==> config.mk <==
export PLATFORM = sky130hd
export DESIGN_NAME = dmv_ctrl
export DESIGN_NICKNAME = d
export VERILOG_FILES = /design/src/rtl/dmv_pkg.sv /design/src/rtl/dmv_ctrl.sv
export SDC_FILE = /design/constraint.sdc
export NUM_CORES = 1
export LEC_CHECK = 0
export BUFFER_PORTS_ARGS = -buffer_cell sky130_fd_sc_hd__buf_2
export CAP_MARGIN = 40
export CORE_AREA = 5 5 69 71
export DETAILED_ROUTE_END_ITERATION = 8
export DIE_AREA = 0 0 74 76
export GPL_TIMING_DRIVEN = 0
export PLACE_DENSITY = 0.51
export SLEW_MARGIN = 20
export SYNTH_ARGS = -nofsm -noshare
export SYNTH_HDL_FRONTEND = slang
export SYNTH_SLANG_ARGS = --single-unit
==> constraint.sdc <==
create_clock -name clk -period 2.6 [get_ports clk]
set_clock_uncertainty 0.05 [all_clocks]
set_input_delay 0.52 -clock clk [delete_from_list [all_inputs] [get_ports clk]]
set_output_delay 0.52 -clock clk [all_outputs]
set_load 0.01 [all_outputs]
==> src/rtl/dmv_pkg.sv <==
// ----------------------------------------------------------------------------
// dmv_pkg
// Shared types and constants for the DNS message validator.
// ----------------------------------------------------------------------------
package dmv_pkg;

    localparam int OFS_W = 18;

    localparam logic [15:0] TYPE_OPT  = 16'd41;
    localparam logic [15:0] TYPE_TSIG = 16'd250;
    localparam logic [15:0] TYPE_SIG  = 16'd24;
    localparam logic [1:0]  TAG_LABEL = 2'b00;
    localparam logic [1:0]  TAG_PTR   = 2'b11;

    typedef enum logic [1:0] {
        STATUS_OK      = 2'd0,
        STATUS_FORMERR = 2'd1,
        STATUS_REFUSED = 2'd2,
        STATUS_NOTIMPL = 2'd3
    } dmv_status_t;

    typedef enum logic [2:0] {
        RD_CUR  = 3'd0,
        RD_CUR1 = 3'd1,
        RD_WO   = 3'd2,
        RD_WO1  = 3'd3,
        RD_WO8  = 3'd4,
        RD_WO9  = 3'd5
    } dmv_rd_sel_t;

    typedef enum logic [2:0] {
        CAP_NONE = 3'd0,
        CAP_T_HI = 3'd1,
        CAP_T_LO = 3'd2,
        CAP_L_HI = 3'd3,
        CAP_L_LO = 3'd4
    } dmv_cap_t;

    typedef struct packed {
        logic [7:0]  data_byte;
        logic        last_byte;
        logic [15:0] query_length;
    } dmv_req_t;

    typedef struct packed {
        logic [1:0]  status;
        logic [15:0] end_offset;
        logic        opt_found;
        logic [15:0] opt_start;
        logic [15:0] opt_fixed;
        logic [15:0] opt_length;
        logic [15:0] transaction_id;
    } dmv_rsp_t;

    typedef struct packed {
        logic        load;
        logic        start;
        logic        sec_next;
        logic        rec_begin;
        logic        label_adv;
        logic        name_end;
        logic        ptr_hold;
        logic        ptr_follow;
        logic        q_adv;
        logic        rec_adv;
        logic        opt_rec;
        logic        finish;
        dmv_status_t fin_status;
        logic        emit;
        dmv_rd_sel_t rd_sel;
        dmv_cap_t    cap;
    } dmv_cmd_t;

    typedef struct packed {
        logic       hdr_bad;
        logic       rl_zero;
        logic       sec_last;
        logic       sec_question;
        logic       cur_ge_len;
        logic       b_zero;
        logic [1:0] b_tag;
        logic       label_over;
        logic       ptr_cur_over;
        logic       ptr_ge_len;
        logic       hop_max;
        logic       q_over;
        logic       r_over;
        logic       stop_over;
        logic       type_opt;
        logic       type_tsig;
        logic       type_sig;
        logic       opt_seen;
        logic       qlen_match;
        logic       query_mode;
        logic       out_free;
    } dmv_stat_t;

endpackage

==> src/rtl/dmv_ctrl.sv <==
// ----------------------------------------------------------------------------
// dmv_ctrl
// Sequencer for load, header check, name walk and record checks.
// ----------------------------------------------------------------------------
module dmv_ctrl
    import dmv_pkg::*;
(
    input  logic      clk,
    input  logic      rst_n,
    input  logic      req_valid,
    input  logic      last_byte,
    output logic      req_stall,
    input  dmv_stat_t stat,
    output dmv_cmd_t  cmd
);

    typedef enum logic [12:0] {
        S_LOAD  = 13'b0000000000001,
        S_START = 13'b0000000000010,
        S_REC   = 13'b0000000000100,
        S_NAME  = 13'b0000000001000,
        S_LABEL = 13'b0000000010000,
        S_PTR   = 13'b0000000100000,
        S_FIX   = 13'b0000001000000,
        S_T0    = 13'b0000010000000,
        S_T1    = 13'b0000100000000,
        S_T2    = 13'b0001000000000,
        S_T3    = 13'b0010000000000,
        S_EVAL  = 13'b0100000000000,
        S_DONE  = 13'b1000000000000
    } dmv_state_t;

    dmv_state_t state_reg, state_next;

    always_ff @(posedge clk or negedge rst_n)
    begin
        if (!rst_n)
        begin
            state_reg <= S_LOAD;
        end
        else
        begin
            state_reg <= state_next;
        end
    end

    assign req_stall = (state_reg != S_LOAD);

    always_comb
    begin
        state_next = state_reg;
        cmd        = '0;
        cmd.fin_status = STATUS_FORMERR;
        cmd.rd_sel = RD_CUR;
        cmd.cap    = CAP_NONE;
        case (state_reg)
            S_LOAD:
            begin
                if (req_valid)
                begin
                    cmd.load = 1'b1;
                    if (last_byte)
                        state_next = S_START;
                end
            end
            S_START:
            begin
                if (stat.hdr_bad)
                begin
                    cmd.finish = 1'b1;
                    state_next = S_DONE;
                end
                else
                begin
                    cmd.start  = 1'b1;
                    state_next = S_REC;
                end
            end
            S_REC:
            begin
                if (stat.rl_zero)
                begin
                    if (stat.sec_last)
                    begin
                        cmd.finish     = 1'b1;
                        cmd.fin_status = STATUS_OK;
                        state_next     = S_DONE;
                    end
                    else
                    begin
                        cmd.sec_next = 1'b1;
                    end
                end
                else
                begin
                    cmd.rec_begin = 1'b1;
                    state_next    = S_NAME;
                end
            end
            S_NAME:
            begin
                // fetch the byte under the cursor
                if (stat.cur_ge_len)
                begin
                    cmd.finish = 1'b1;
                    state_next = S_DONE;
                end
                else
                begin
                    cmd.rd_sel = RD_CUR;
                    state_next = S_LABEL;
                end
            end
            S_LABEL:
            begin
                if (stat.b_tag == TAG_LABEL)
                begin
                    if (stat.b_zero)
                    begin
                        cmd.name_end = 1'b1;
                        state_next   = S_FIX;
                    end
                    else if (stat.label_over)
                    begin
                        cmd.finish = 1'b1;
                        state_next = S_DONE;
                    end
                    else
                    begin
                        cmd.label_adv = 1'b1;
                        state_next    = S_NAME;
                    end
                end
                else if (stat.b_tag == TAG_PTR)
                begin
                    if (stat.ptr_cur_over)
                    begin
                        cmd.finish = 1'b1;
                        state_next = S_DONE;
                    end
                    else
                    begin
                        cmd.ptr_hold = 1'b1;
                        cmd.rd_sel   = RD_CUR1;
                        state_next   = S_PTR;
                    end
                end
                else
                begin
                    cmd.finish     = 1'b1;
                    cmd.fin_status = STATUS_NOTIMPL;
                    state_next     = S_DONE;
                end
            end
            S_PTR:
            begin
                if (stat.ptr_ge_len || stat.hop_max)
                begin
                    cmd.finish = 1'b1;
                    state_next = S_DONE;
                end
                else
                begin
                    cmd.ptr_follow = 1'b1;
                    state_next     = S_NAME;
                end
            end
            S_FIX:
            begin
                if (stat.sec_question)
                begin
                    if (stat.q_over)
                    begin
                        cmd.finish = 1'b1;
                        state_next = S_DONE;
                    end
                    else
                    begin
                        cmd.q_adv  = 1'b1;
                        state_next = S_REC;
                    end
                end
                else if (stat.r_over)
                begin
                    cmd.finish = 1'b1;
                    state_next = S_DONE;
                end
                else
                begin
                    cmd.rd_sel = RD_WO;
                    state_next = S_T0;
                end
            end
            S_T0:
            begin
                cmd.cap    = CAP_T_HI;
                cmd.rd_sel = RD_WO1;
                state_next = S_T1;
            end
            S_T1:
            begin
                cmd.cap    = CAP_T_LO;
                cmd.rd_sel = RD_WO8;
                state_next = S_T2;
            end
            S_T2:
            begin
                cmd.cap    = CAP_L_HI;
                cmd.rd_sel = RD_WO9;
                state_next = S_T3;
            end
            S_T3:
            begin
                cmd.cap    = CAP_L_LO;
                state_next = S_EVAL;
            end
            S_EVAL:
            begin
                state_next = S_DONE;
                cmd.finish = 1'b1;
                if (stat.stop_over)
                begin
                    cmd.fin_status = STATUS_FORMERR;
                end
                else if (stat.type_opt)
                begin
                    if (!stat.sec_last || (stat.query_mode && stat.opt_seen))
                    begin
                        cmd.fin_status = STATUS_FORMERR;
                    end
                    else
                    begin
                        cmd.finish  = 1'b0;
                        cmd.opt_rec = stat.query_mode;
                        cmd.rec_adv = 1'b1;
                        state_next  = S_REC;
                    end
                end
                else if (stat.type_tsig && stat.query_mode)
                begin
                    if (!stat.sec_last || !stat.qlen_match)
                        cmd.fin_status = STATUS_FORMERR;
                    else
                        cmd.fin_status = STATUS_REFUSED;
                end
                else if (stat.type_sig && stat.query_mode)
                begin
                    cmd.fin_status = STATUS_REFUSED;
                end
                else
                begin
                    cmd.finish  = 1'b0;
                    cmd.rec_adv = 1'b1;
                    state_next  = S_REC;
                end
            end
            S_DONE:
            begin
                if (stat.out_free)
                begin
                    cmd.emit   = 1'b1;
                    state_next = S_LOAD;
                end
            end
            default:
            begin
                state_next = S_LOAD;
            end
        endcase
    end

endmodule

== Yosys cells after proc, flatten, opt, wreduce, memory -nomap -nowiden ==
Index checks and enable logic that the tools add are counted.

* Input bits: 26
* Logic and storage cells: 113
* Output and inout bits: 22
* Flip-flop bits (word level): 13

* Reductions and logical operators: 10
* Muxes and demuxes: 83
* Equal/unequal tests: 19

{| class="wikitable"
|+ Operators by type and width
! cell !! count
|-
| $mux W13 || 21
|-
| $pmux W13 S13 || 1
|-
| $mux W1 || 40
|-
| $mux W2 || 11
|-
| $mux W3 || 6
|-
| $pmux W3 S5 || 1
|-
| $eq A13 B1 Y1 const B || 1
|-
| $eq A13 B10 Y1 const B || 1
|-
| $eq A13 B11 Y1 const B || 1
|-
| $eq A13 B12 Y1 const B || 1
|-
| $eq A13 B13 Y1 const B || 1
|-
| $eq A13 B2 Y1 const B || 1
|-
| $eq A13 B3 Y1 const B || 1
|-
| $eq A13 B4 Y1 const B || 1
|-
| $eq A13 B5 Y1 const B || 1
|-
| $eq A13 B6 Y1 const B || 1
|-
| $eq A13 B7 Y1 const B || 1
|-
| $eq A13 B8 Y1 const B || 1
|-
| $eq A13 B9 Y1 const B || 1
|-
| $ne A13 B1 Y1 const B || 1
|-
| $pmux W3 S4 || 1
|-
| $pmux W1 S7 || 1
|-
| $ne A2 B2 Y1 const B || 3
|-
| $pmux W2 S3 || 1
|-
| other kinds (7) || 12
|}

== Depth between registers and ports, before layout ==
* Word-level depth: 7
* Gate-level depth with buffers: 7
* Depth with buffers taken out: 7

== Worst setup path after synthesis ==
OpenSTA, ideal clock, no wires.

* Kind: register to output
* Start: register state_reg[10]
* End: output port cmd[3] in the netlist's numbering
* Cell stages (with the launch flop): 7
* Data required time: 2.030 ns
* Path buffers: 1
* Arrival time: 1.995 ns
* Path slack: 0.035 ns
* Cells stage by stage: dfrtp_1 -> buf_6 -> or4_4 -> nor3_1 -> and3_1 -> and2_1 -> or2_2

{| class="wikitable"
|+ RTL lines
! item !! RTL line !! RTL
|-
| from (decl) || dmv_ctrl.sv:33 || <nowiki>dmv_state_t state_reg, state_next;</nowiki>
|-
| from (signal assigned) || dmv_ctrl.sv:43 || <nowiki>state_reg <= state_next;</nowiki>
|-
| to (decl) || dmv_ctrl.sv:14 || <nowiki>output dmv_cmd_t cmd</nowiki>
|}

==> reports/qor.txt <==
DIE AREA -> 5620 um^2
Routed Antenna Nets -> 0
Via Count -> 1,322
DR DRC count -> 0
N_diodes -> 0
Crit Path Class -> reg2out
Met3 wire len -> 238 um
RSZ-0062 raised after global routing -> yes
Number of nets in the layout -> 236
CTS H-Tree Depth -> 1
Layout cells sized above 1 -> 0.512
DR vias/cell -> 5.10
Min cycle time layout -> 2.78 ns
Yosys cell types -> 49
Core box area -> 4170 um^2
Violated checks -> setup timing
Max Slew Vio Count -> 0
Crit-path max FO -> 4
# Max-Cap Violations -> 0
Longest Clk Path Bufs -> 2
IO Count -> 48
Top Metal Used -> met4
Num CTS Buffers -> 3
GPL Wtd Cong -> 0.839
Data arrival time of the critical path -> 2.21 ns
Global-route wire length before repair -> 6.32 mm
Fillcell total -> 403
Synthesized instance count -> 140
CTS clock-pin slew for the worst setup and hold paths -> 0.06 ns
Die width -> 74 um
Power, Total -> 867 uW
Vias in the first global route -> 1,359
Port bufs -> 47
Hold Vio Cnt, Final -> 0
Placed insts -> 239
Synthesis Warnings -> 0
Leading area contributor after synthesis -> dfrtp_1
CTS Hold Bufs -> 0
Largest register FFs -> 13
Sequential area share after synthesis -> 0.280
Worst slew margin -> 0.699
Synth Flop Type -> dfrtp_1
Total GRT Usage -> 0.139
Status -> complete, but fails checks
HP Class -> in2async
TritonCTS clock tree -> yes
Pin count of the biggest net entering global routing -> 14
Place WS -> -0.326 ns
Fmax -> 0.359 GHz
Initial antenna violation count -> 0
Setup violations, final -> 9
Met2 wire len -> 1.96 mm
Synth async-reset ratio -> 1.00
Clk root buf -> clkbuf_8
GRT overflow -> 0
Post-route setup slack -> -0.182 ns
Die height -> 76 um
Worst IR Drop VDD -> 148 uV
Worst path max stage delay -> 0.57 ns
Routed length per instance -> 14.5 um
DR iter-0 viols -> 45
DRT Pass-1 Iters -> 4
Worst-margin pin slew -> 0.440 ns
Post-synth EDFFs -> 0
Synth top cells by count -> nor2_1 (21), dfrtp_1 (12), nor3b_1 (8)
Tcrit/Tclk final -> 1.07
Row Count -> 24
Synth Register Bits -> 13
CP Cell Sequence -> or4_4 > or4b_4 > nor3_4 > and2_4 > buf_6
Slowest CP cell -> or4_4
Cell Area, Synth -> 1170 um^2
CP required -> 2.03 ns
Wl on met1 -> 1.50 mm
Leak -> 0.000879 uW
Worst-Skew Late Latency -> 0.25 ns
Clock sinks -> 13
Layout area overhead -> 55.5%
Detailed placer's ending HPWL -> 2.76 mm
Critical Path End Type -> output port
CP Launch Type -> flip-flop
Average size of a mapped cell -> 8.34 um^2
Top-count cell post-synth -> nor2_1
PwrDens -> 478 nW/um^2
Post-Syn Nets -> 168
Top cells by area, synth -> dfrtp_1 (26%), nor2_1 (6.8%), nor3b_1 (5.1%), and3_1 (3.8%), o21ai_0 (3.0%)
Initial Util -> 0.280
Finished Layout Cells -> 259
Top cell type's share of synthesized area -> 0.257
Final WL -> 3.76 mm
## power by group
| part | internal (uW) | switching (uW) | leakage, uW |
|---|---|---|---|
| sequential | 223 | 28.5 | 0.000171 |
| combinational | 235 | 196 | 0.000686 |
| clock | 108 | 76.1 | 0.0000228 |
## cell type report
cell class,instances,area [um^2],area share
buffer,1,11.3,0.00620
sequential,13,332,0.183
inverter,6,22.5,0.0124
tap,52,65.1,0.0358
clock buffer,4,45.0,0.0248
timing repair buffer,66,439,0.242
multi-input combinational,117,901,0.496
## cells by family (layout without fill, tap and decap cells)
kind of cell	Yosys count	in the layout	share of synthesized area
buffers and inverters	10	77	0.0622
multiplexers	1	1	0.00857
XOR/XNOR	2	2	0.0150
AND/OR/NAND/NOR	90	90	0.484
adder cells (fa/ha/maj)	2	2	0.0214
flip-flops	13	13	0.280
AO/OA/AOI/OAI	22	22	0.129
## per-stage QoR
step / instance area (um^2) / setup TNS [ns] / hold slack, ns / utilization
finish: 1820 / -0.920 / 0.104 / 0.435
global route: 1820 / -1.83 / 0.135 / 0.435
CTS: 1770 / -1.27 / 0.126 / 0.424
detailed placement: 1470 / -2.33 / 0.391 / 0.352
global placement: 1470 / -2.45 / 0.386 / 0.352
floorplan: 1170 / 0 / 0.174 / -
## critical path: cells and delay by family (launching register included)
kind | cells | cell delay (ns)
AND/OR/NAND/NOR | 4 | 1.47
flip-flops | 1 | 0.40
buffers and inverters | 1 | 0.09
## per-layer routing
metal	vias up	global-route usage
met5	-	0
met2	56	0.248
met3	7	0.0185
met4	0	0.0435
met1	611	0.168
li1	648	-
## worst paths after layout
kind                       depth (start not counted)  slack, ns             to     startpoint
min in group clk                                   2       0.41   state_reg[7]        stat[8]
max in group asynchronous                          1       2.11   state_reg[0]          rst_n
min reg2reg                                        2       0.58  state_reg[11]  state_reg[11]
max reg2reg                                        9       0.15   state_reg[0]   state_reg[9]
min                                                1       0.10   state_reg[4]          rst_n
max                                                5      -0.18        cmd[20]   state_reg[9]
## repair_timing
item / CTS / global route
pin swaps: 15 / 3
gates resized for setup: 37 / 12
setup endpoints to repair: 18 / 19
buffers inserted: 18 / 4
## cells in the final DEF, fill, tap and decap left out, drive strengths merged, types with 2 or more instances in the layout
cell,count
buf,67
nor2,21
dfrtp,12
nor3b,9
nand2,8
and3,7
o21ai,7
inv,6
nor3,6
nand2b,4
nand3,4
nor4,4
clkbuf,4
and2,4
or4,4
nand3b,3
or2,3
nand4b,2
or4b,2
a21oi,2
or3,2
nor4b,2
a21boi,2
nand4,2
xor2,2
o211ai,2
ha,2
a211oi,2
Note: power is estimated with default switching activity, not from simulation.
